===== src/slca_pkg.sv =====
// ----------------------------------------------------------------------------
// slca_pkg: shared types and constants of the sector LED colour averager
// Payload layout, operation and register codes, and the gamma 2.7 table.
// ----------------------------------------------------------------------------
package slca_pkg;

  localparam int unsigned BIN_W       = 12;
  localparam int unsigned PIX_W       = 24;
  localparam int unsigned CH_W        = 8;
  localparam int unsigned NUM_CH      = 3;
  localparam int unsigned IN_TDATA_W  = 40;
  localparam int unsigned OUT_TDATA_W = 24;
  localparam int unsigned CFG_DATA_W  = 8;
  localparam int unsigned PROD_W      = 2 * CH_W;

  typedef enum logic {
    OP_ACC  = 1'b0,
    OP_EMIT = 1'b1
  } op_e;

  typedef enum logic [0:0] {
    CFG_BRIGHTNESS = 1'b0,
    CFG_GAMMA_EN   = 1'b1
  } cfg_idx_e;

  localparam logic [CH_W-1:0] BRIGHTNESS_RST = 8'd255;

  typedef logic [CH_W-1:0] gamma_tbl_t [256];

  // Entry i is the largest k with 255*(i/255)^2.7 >= k - 0.5, tested exactly as
  // (2k-1)^10 * 255^17 <= 1024 * i^27 in wide integers at elaboration.
  function automatic gamma_tbl_t gamma_build();
    gamma_tbl_t   tbl;
    logic [239:0] scale;
    logic [239:0] lhs;
    logic [239:0] rhs;
    logic [239:0] base;
    int unsigned  k;
    bit           stop;
    scale = 240'd1;
    for (int j = 0; j < 17; j++) begin
      scale = scale * 240'd255;
    end
    k = 0;
    for (int i = 0; i < 256; i++) begin
      rhs = 240'd1024;
      for (int j = 0; j < 27; j++) begin
        rhs = rhs * 240'(i);
      end
      stop = 1'b0;
      for (int s = 0; s < 256; s++) begin
        if (!stop && k < 255) begin
          base = 240'(2 * k + 1);
          lhs  = base;
          for (int j = 0; j < 9; j++) begin
            lhs = lhs * base;
          end
          lhs = lhs * scale;
          if (lhs <= rhs) begin
            k = k + 1;
          end else begin
            stop = 1'b1;
          end
        end
      end
      tbl[i] = 8'(k);
    end
    return tbl;
  endfunction

  localparam gamma_tbl_t GAMMA_TABLE = gamma_build();

endpackage


===== src/slca_div.sv =====
// ----------------------------------------------------------------------------
// slca_div: three-channel restoring divider
// Divides the blue, green and red sums by the pixel count, one quotient bit
// per cycle. The sums never exceed 255 times the count, so eight bits suffice.
// ----------------------------------------------------------------------------
module slca_div
  import slca_pkg::*;
#(
  parameter int unsigned COUNT_BITS = 16
) (
  input  logic                                      clk_i,
  input  logic                                      rst_ni,
  input  logic                                      start_i,
  input  logic [NUM_CH-1:0][CH_W+COUNT_BITS-1:0]    sum_i,
  input  logic [COUNT_BITS-1:0]                     den_i,
  output logic                                      done_o,
  output logic [NUM_CH-1:0][CH_W-1:0]               quo_o
);

  localparam int unsigned SUM_W  = CH_W + COUNT_BITS;
  localparam int unsigned STEP_W = $clog2(CH_W);

  logic [NUM_CH-1:0][SUM_W-1:0] rem_q, rem_d;
  logic [NUM_CH-1:0][CH_W-1:0]  quo_q, quo_d;
  logic [COUNT_BITS-1:0]        den_q;
  logic [STEP_W-1:0]            step_q;
  logic                         busy_q, done_q;
  logic [SUM_W-1:0]             trial;

  always_comb begin
    trial = SUM_W'(den_q) << step_q;
    for (int c = 0; c < NUM_CH; c++) begin
      if (rem_q[c] >= trial) begin
        rem_d[c] = rem_q[c] - trial;
        quo_d[c] = {quo_q[c][CH_W-2:0], 1'b1};
      end else begin
        rem_d[c] = rem_q[c];
        quo_d[c] = {quo_q[c][CH_W-2:0], 1'b0};
      end
    end
  end

  always_ff @(posedge clk_i or negedge rst_ni) begin
    if (!rst_ni) begin
      busy_q <= 1'b0;
      done_q <= 1'b0;
    end else if (start_i) begin
      busy_q <= 1'b1;
      done_q <= 1'b0;
    end else if (busy_q) begin
      busy_q <= (step_q != '0);
      done_q <= (step_q == '0);
    end else begin
      done_q <= 1'b0;
    end
  end

  always_ff @(posedge clk_i) begin
    if (start_i) begin
      rem_q  <= sum_i;
      den_q  <= den_i;
      step_q <= STEP_W'(CH_W - 1);
    end else if (busy_q) begin
      rem_q  <= rem_d;
      quo_q  <= quo_d;
      step_q <= step_q - STEP_W'(1);
    end
  end

  assign done_o = done_q;
  assign quo_o  = quo_q;

  a_start_idle: assert property (@(posedge clk_i) disable iff (!rst_ni)
    start_i |-> !busy_q)
    else $error("divider started while busy");

  a_done_after_busy: assert property (@(posedge clk_i) disable iff (!rst_ni)
    done_q |-> $past(busy_q))
    else $error("divider done without a division in flight");

  a_done_ends_busy: assert property (@(posedge clk_i) disable iff (!rst_ni)
    done_q |-> !busy_q)
    else $error("divider done while still busy");

endmodule


===== config.mk =====
export PLATFORM = sky130hd
export DESIGN_NAME = slca_div
export DESIGN_NICKNAME = d
export VERILOG_FILES = /design/src/slca_pkg.sv /design/src/slca_div.sv
export SDC_FILE = /design/constraint.sdc
export NUM_CORES = 1
export LEC_CHECK = 0
export ABC_AREA = 1
export ABC_CLOCK_PERIOD_IN_PS = 8900
export BUFFER_PORTS_ARGS = -buffer_cell sky130_fd_sc_hd__buf_4
export CAP_MARGIN = 20
export CORE_MARGIN = 4
export CORE_UTILIZATION = 65
export CTS_CLUSTER_SIZE = 24
export DETAILED_ROUTE_END_ITERATION = 12
export HOLD_SLACK_MARGIN = 0.02
export PLACE_DENSITY = 0.88
export SYNTH_ARGS = -nofsm -noshare
export SYNTH_HDL_FRONTEND = slang
export SYNTH_SLANG_ARGS = --single-unit

===== constraint.sdc =====
create_clock -name clk_i -period 8.9 [get_ports clk_i]
set_input_delay 0.89 -clock clk_i [delete_from_list [all_inputs] [get_ports clk_i]]
set_output_delay 0.89 -clock clk_i [all_outputs]
set_load 0.01 [all_outputs]

# Yosys cells after proc, flatten, opt, wreduce, memory -nomap -nowiden
# Cells that the tools add are included.
[op_classes] add_sub_neg=4 magnitude_cmp=3 n_shift=1 mux=12 n_bitwise=1 reduce_logical=10
[ops] operator="two-way mux 72 bit" count=2
[ops] operator=">= comparator 24 bit" count=3
[ops] operator="two-way mux 24 bit" count=3
[ops] operator="subtractor 24 bit" count=3
[ops] operator="left shift 16 x 3 -> 24 bit" count=1
[ops] operator="AND reduction 2 bit" count=4
[ops] operator="nonzero test 2 bit" count=4
[ops] operator="two-way mux 1 bit" count=7
[ops] operator="zero test 3 bit" count=1
[ops] operator="nonzero test 3 bit" count=1
[ops] operator="subtractor 3 x 1 -> 3 bit, second input constant" count=1
[ops] operator="NOT 1 bit" count=1
[word_totals] regBits=117 input_bits=91 word_cells=41

# Longest topological paths before layout
# Gate-level depths: netlist (run 1).
[logic_depth] word_depth=5 mapped_depth=20 mapped_depth_nobuf=20

# Worst setup path after synthesis (run 1)
# OpenSTA, ideal clock, no wires.
[synth_timing] path_type="reg-to-reg" from="register step_q[1]" to="register rem_q[48] (netlist bit) (enable)" t_arrival_ns=2.703 t_required_ns=8.475 setup_slack_ns=5.772 stages_incl_launch_ff=17 path_buffers=1 synth_period_minus_slack_ns=3.128 path_cell_list="dfxtp_1 > clkinv_1 > clkbuf_1 > nand3_1 > nor2_1 > ha_1 > inv_1 > fa_1 > nand2_1 > nand2_1 > and2_4 > nand2_4 > nand2_4 > nand2_1 > nand4_2 > nand2_1 > nand2_1"
[synth_between] elab_chain_len=4
[synth_lines] element="start: declaration" line_no="slca_div.sv:26" text="logic [STEP_W-1:0] step_q;"
[synth_lines] element="start signal: assignment" line_no="slca_div.sv:62" text="step_q <= STEP_W'(CH_W - 1);"
[synth_lines] element="start signal: assignment" line_no="slca_div.sv:66" text="step_q <= step_q - STEP_W'(1);"
[synth_lines] element="left shift 16 x 3 -> 24 bit" line_no="slca_div.sv:31" text="trial = SUM_W'(den_q) << step_q;"
[synth_lines] element=">= comparator 24 bit" line_no="slca_div.sv:33" text="if (rem_q[c] >= trial) begin"
[synth_lines] element="nonzero test 2 bit (no line)"
[synth_lines] element="AND reduction 2 bit (no line)"
[synth_lines] element="end signal: assignment" line_no="slca_div.sv:60" text="rem_q <= sum_i;"
[synth_lines] element="end signal: assignment" line_no="slca_div.sv:64" text="rem_q <= rem_d;"
[synth_lines] element="end: declaration" line_no="slca_div.sv:23" text="logic [NUM_CH-1:0][SUM_W-1:0] rem_q, rem_d;"
# No other way between the ends.
# A chain may end at the register's enable or synchronous reset.

# Worst setup path after layout (run 1)
[layout_timing] from="register step_q[0]" to="register rem_q[36] (netlist bit) (enable)"
# The elaborated chain is that of the path after synthesis.

==> results of run 1 <==
## layout make-up
cell class,instances,area [sq um],area share (%)
sequential,117,3470,28.8
inverter,264,991,8.22
multi-input combinational,1181,5780,47.9
timing repair buffer,121,936,7.76
tap,216,270,2.24
clock inverter,14,178,1.47
clock buffer,18,429,3.56
## worst max-delay path by stage
stage | startpoint | endpoint | slack (ns) | cells past startpoint
detailed placement | step_q[0] | rem_q[49] | 4.22 | 15
global placement | step_q[0] | rem_q[49] | 4.40 | 15
global route | step_q[0] | rem_q[55] | 3.86 | 16
CTS | step_q[0] | rem_q[48] | 4.16 | 15
floorplan | step_q[1] | rem_q[48] | 5.77 | 16
finish | step_q[0] | rem_q[36] | 4.14 | 16
## flip-flops by register name, summed over array words and instances (netlist names)
register,count
done_o,1
step_q,3
den_q,16
quo_o,24
busy_q,1
rem_q,72
## power by group
group          leakage (nW)  internal, mW  switching [mW]
Clock                 0.290         0.443           0.278
Combinational          4.94         0.937            1.81
Sequential             1.19         0.881          0.0999
Total                  6.42          2.26            2.18
## logic make-up after synthesis
group	after synthesis	share of synthesized area, %
flip-flops	117	33.0
buffers and inverters	312	12.1
adder cells (fa/ha/maj)	74	9.02
AO/OA/AOI/OAI	103	5.09
multiplexers	1	0.0952
XOR/XNOR	4	0.333
AND/OR/NAND/NOR	999	40.3
## synthesized netlist by cell type
master	number	area, sq um
mux2i_1	1	10.0
nand4_1	19	119
clkbuf_1	10	37.5
o21ai_0	46	230
or2_1	5	31.3
nand3_2	4	40.0
nor3_2	1	10.0
ha_1	71	888
a21oi_1	45	225
nand3_1	120	601
buf_6	1	11.3
dfrtp_1	2	50.1
dfxtp_1	3	60.1
buf_2	12	60.1
nand3b_1	17	128
buf_1	4	15.0
buf_4	21	158
or2_2	15	93.8
a22oi_1	1	7.51
fa_1	3	60.1
and3_1	1	6.26
a31oi_1	5	31.3
nand4_2	2	25.0
inv_1	261	980
o21bai_1	3	22.5
nor3_1	11	55.1
nand2_1	677	2540
edfxtp_1	112	3360
xnor2_1	4	35.0
and2_4	2	17.5
clkinv_1	1	3.75
a21oi_2	1	8.76
nor2_4	3	33.8
nor2_2	13	81.3
inv_2	2	7.51
o21ai_1	2	10.0
nor2_1	92	345
nand2_4	2	22.5
nand2_2	15	93.8
## metal layers
metal | routed length, microns | track usage (%)
met3 | 2880 | 7.69
met2 | 14100 | 54.7
met4 | 1450 | 14.9
met5 | 0 | 0
met1 | 12400 | 43.6
## metrics by stage
step | std cells | total power, mW
floorplan | 1610 | 2.99
global placement | 1897 | 3.55
detailed placement | 1897 | 3.62
CTS | 1929 | 4.35
global route | 1931 | 4.82
finish | 1931 | 4.45
==> metrics.txt, run 1 <==
CP delay by family, top simple AND/OR/NAND/NOR gates; Crit-path slowest cell o21ai_0; gr usage total 33.8%; number of CTS-inserted buffers 17; Max Cap Viol 0; CP endpoint kind flip-flop; sequential fraction of the synthesis area 33.0%; P&R area growth vs syn 14.6%; boundary pin count 116; clock root buffer clkbuf_16; final core occ 75.9%; share of cells above drive strength 1 12.4%; #FFs+latches synth 117; peak per-stage delay on the critical path 0.81 ns; filler cell count 1,214; Final min period 4.76 ns; Cell Area, Placed 11,400 sq um; total number of vias 10,600; CP required 8.82 ns; CTS sink cnt 117; RR Endpoint rem_q[36]; flop-to-flop setup slack 4.14 ns; Avg Cell Area, Syn 6.53 sq um; worst skew pair latency 0.43 ns; # rows 46; setup repair bufs after CTS 0; DR pass1 iterations 6; Final Hold Viols 0; DR iter-0 viols 1,016; reg-to-reg startpoint step_q[0]; final global-route overflow total 0; Post-Route Skew 0.00886 ns; Die W 135 microns; Synth Instances 1,610; Diodes inserted 0; Hold/Removal Path Class in2async; Slew @ Worst Pin 1.10 ns; first-pass GRT wire length 48,300 microns; most common cell after layout, fill and taps aside nand2_1; final worst-path setup slack 4.14 ns; DR vias/cell 5.51; DP HPWL 22,800 microns; post-synth cell types 39; RePlAce Congestion 0.980; syn nets 1,775; R2R depth 16; CP Class reg2reg; Final setup viols 0; critical path arrival 4.68 ns; Cell Chain, Critical Path inv_1 -> nand2_1 -> nand3_1 -> nand2_1 -> inv_1 -> o21ai_0 -> ha_1 -> nand2_1 -> inv_1 -> nand2_1 -> nand2_1 -> o21bai_1 -> nand2_1 -> nand4_2 -> nand2_1 -> nand2_1; CTS tree yes; crit path max fanout 24; die height 135 microns; Starting Density 66.2%; post-route ant nets 0; sum of buffers and inverters on the critical path 3; hold buffer count at cts 0; fin nets 1,867; setup TNS 0 ns; vias in the first global route 9,686; Synth warnings 0; Die ar. 18,300 sq um; Slew Viols, Final 0; Clock Pin Slew Worst Setup and Hold Paths 0.06 ns; startpoint types flip-flop; initial antenna violation count 0; max_slew headroom 26.2%; Final Cycle Share 53.5%; H-tree depth 4; mapped cell area 10,500 sq um; final hold slack 0.233 ns; port buffer count 115; DRC 0; FMAX 210 MHz; worst-case clock buffer depth 2; post-place setup slack 4.22 ns; status completed; final instance area 12,100 sq um; cts repair resizes 0; RSZ-0062 raised after global routing false; final WL 30,800 microns; wire per inst 16.0 microns; most used cell, CP nand2_1; Power Density 369 nW/um^2; most frequent cells in the layout nand2_1, inv_1, nand3_1, buf_4, edfxtp_1; largest net degree at the start of global routing 105; core area 15,900 sq um; P_leak 6.42 nW; Peak VDD IR 0.202 mV
Power figures use the tool's default switching activity.
==> run 2: changes to the inputs <==
--- a/config.mk
+++ b/config.mk
@@ -6,15 +6,15 @@
 export NUM_CORES = 1
 export LEC_CHECK = 0
 export ABC_AREA = 1
-export ABC_CLOCK_PERIOD_IN_PS = 8900
+export ABC_CLOCK_PERIOD_IN_PS = 4900
 export BUFFER_PORTS_ARGS = -buffer_cell sky130_fd_sc_hd__buf_4
 export CAP_MARGIN = 20
 export CORE_MARGIN = 4
-export CORE_UTILIZATION = 65
+export CORE_UTILIZATION = 61
 export CTS_CLUSTER_SIZE = 24
 export DETAILED_ROUTE_END_ITERATION = 12
 export HOLD_SLACK_MARGIN = 0.02
-export PLACE_DENSITY = 0.88
+export PLACE_DENSITY = 0.84
 export SYNTH_ARGS = -nofsm -noshare
 export SYNTH_HDL_FRONTEND = slang
 export SYNTH_SLANG_ARGS = --single-unit
==> constraint.sdc (replaced) <==
create_clock -name clk_i -period 4.9 [get_ports clk_i]
set_input_delay 0.49 -clock clk_i [delete_from_list [all_inputs] [get_ports clk_i]]
set_output_delay 0.49 -clock clk_i [all_outputs]
set_load 0.01 [all_outputs]
==> metrics.txt, run 2 (same netlist as run 1, synthesis figures left out) <==
boundary pin count 116 (unchanged); max_slew headroom 33.2% (+7.0 points); reg-to-reg startpoint step_q[1]; core area 16,800 sq um (+5.5%); Biggest register rem_q; Slew Viols, Final 0 (unchanged); Die W 139 microns (+3.0%); CTS tree yes; Final setup viols 0 (unchanged); critical path arrival 4.47 ns (-0.21 ns); Cell Area, Placed 11,500 sq um (+0.81%); Power Density 670 nW/um^2 (+82%); R2R depth 16 (unchanged); clock root buffer clkbuf_16; filler cell count 1,440 (+19%); Peak VDD IR 0.454 mV (+130%); max reg flops 72 (unchanged); worst skew pair latency 0.44 ns (about the same); number of CTS-inserted buffers 17 (unchanged); Slew @ Worst Pin 0.992 ns (-0.104 ns); vias in the first global route 9,890 (+2.1%); Min-Delay Startpoint den_i[12]; final non-filler cell total 1,943 (+0.62%); Clock Pin Slew Worst Setup and Hold Paths 0.07 ns (about the same); gr usage total 32.7% (-1.1 points); RSZ-0062 raised after global routing false; hold path endpoint den_q[12]; DRC 0 (unchanged); largest net degree at the start of global routing 60 (-43%); final hold slack 0.227 ns (-0.00601 ns); total number of vias 10,600 (-0.55%); fin nets 1,875 (+0.43%); H-tree depth 4 (unchanged); worst-case clock buffer depth 2 (unchanged); CTS sink cnt 117 (unchanged); post-route ant nets 0 (unchanged); Final Hold Viols 0 (unchanged); cts repair resizes 0 (unchanged); final WL 32,400 microns (+5.0%); DR vias/cell 5.44 (-1.2%); final global-route overflow total 0 (unchanged); flop-to-flop setup slack 0.60 ns (-3.54 ns); RR Endpoint rem_q[58]; CP Class reg2reg; FMAX 233 MHz (+11%); port buffer count 115 (unchanged); status completed; setup TNS 0 ns (unchanged); crit path max fanout 27 (+13%); CP endpoint kind flip-flop; Starting Density 62.8% (-3.5 points); # rows 47 (+2.2%); setup repair bufs after CTS 0 (unchanged); DP HPWL 24,700 microns (+8.1%); final instance area 12,100 sq um (+0.52%); DR pass1 iterations 6 (unchanged); DR iter-0 viols 932 (-8.3%); Final min period 4.30 ns (-0.463 ns); Diodes inserted 0 (unchanged); most frequent cells in the layout nand2_1, inv_1, buf_4, nand3_1, edfxtp_1; P&R area growth vs syn 15.2%; most common cell after layout, fill and taps aside nand2_1; hold-critical path depth 1; Inst Count DP 1,910 (+0.69%); total power draw 8.12 mW (+83%); CP required 5.07 ns (-3.75 ns); wire per inst 16.7 microns (+4.4%); Die ar. 19,400 sq um (+6.2%); share of cells above drive strength 1 12.8% (+0.46 points); first-pass GRT wire length 50,200 microns (+3.9%); P_leak 6.46 nW (+0.54%); Final Cycle Share 87.7% (+34 points); Hold/Removal Path Class in2reg; RePlAce Congestion 1.03 (+4.9%); Post-Route Skew 0.0106 ns (+0.00174 ns); Max Cap Viol 0 (unchanged); initial antenna violation count 1 (+1); die height 139 microns (+3.0%); startpoint types flip-flop
[run 2: metrics by stage]
| stage | worst slack (ns) | util, % |
|---|---|---|
| CTS | 0.692 | 72.3 |
| global route | 0.304 | 72.3 |
| detailed placement | 0.749 | 68.6 |
| floorplan | 1.77 | - |
| global placement | 0.874 | 68.4 |
| finish | 0.603 | 72.3 |
[run 2: final cells by class]
cell class                 instances  area, sq um  area share, %
sequential                       117         3470           28.7
tap                              220          275           2.27
inverter                         264          991           8.18
clock inverter                    15          184           1.52
timing repair buffer             129          991           8.18
multi-input combinational       1181         5780           47.7
clock buffer                      17          425           3.51
[run 2: layer usage]
layer / vias to the layer above / global-route usage [%] / wire length, microns
li1: 5251 / - / -
met1: 4746 / 42.6 / 13400
met2: 471 / 52.4 / 14700
met3: 108 / 7.62 / 2870
met4: 2 / 14.0 / 1350
met5: - / 0 / 8
[run 2: timing repair]
action | 4_1_cts | 5_1_grt
setup endpoints to repair | 0 | 0
hold buffers | 1 | 0
hold endpoints to repair | 2 | 0
[run 2: how the worst max path moves through the flow]
stage	from	endpoint	slack, ns
after floorplan	step_q[1]	rem_q[48]	1.77
after global placement	step_q[1]	rem_q[63]	0.87
after detailed placement	step_q[1]	rem_q[63]	0.75
after CTS	step_q[1]	rem_q[58]	0.69
after global routing	step_q[1]	rem_q[58]	0.30
final	step_q[1]	rem_q[58]	0.60
[run 2: critical path, stage by stage, from the launching register on]
cell and delay (ns):
dfxtp_1 0.50, clkinv_1 0.58, a21oi_1 0.30, a31oi_1 0.08, o21ai_0 0.69, ha_1 0.43
nand2_2 0.13, inv_1 0.05, nand2_1 0.06, nand2_1 0.06, inv_1 0.09, nand2_4 0.07
nand2_1 0.08, nand4_2 0.11, nand2_1 0.08, nand2_1 0.32, buf_4 0.38
[run 2: power by group]
group	switching [mW]	leakage [nW]	internal [mW]	total [mW]
registers	0.185	1.19	1.60	1.78
logic	3.31	4.97	1.70	5.01
clock network	0.550	0.293	0.772	1.32
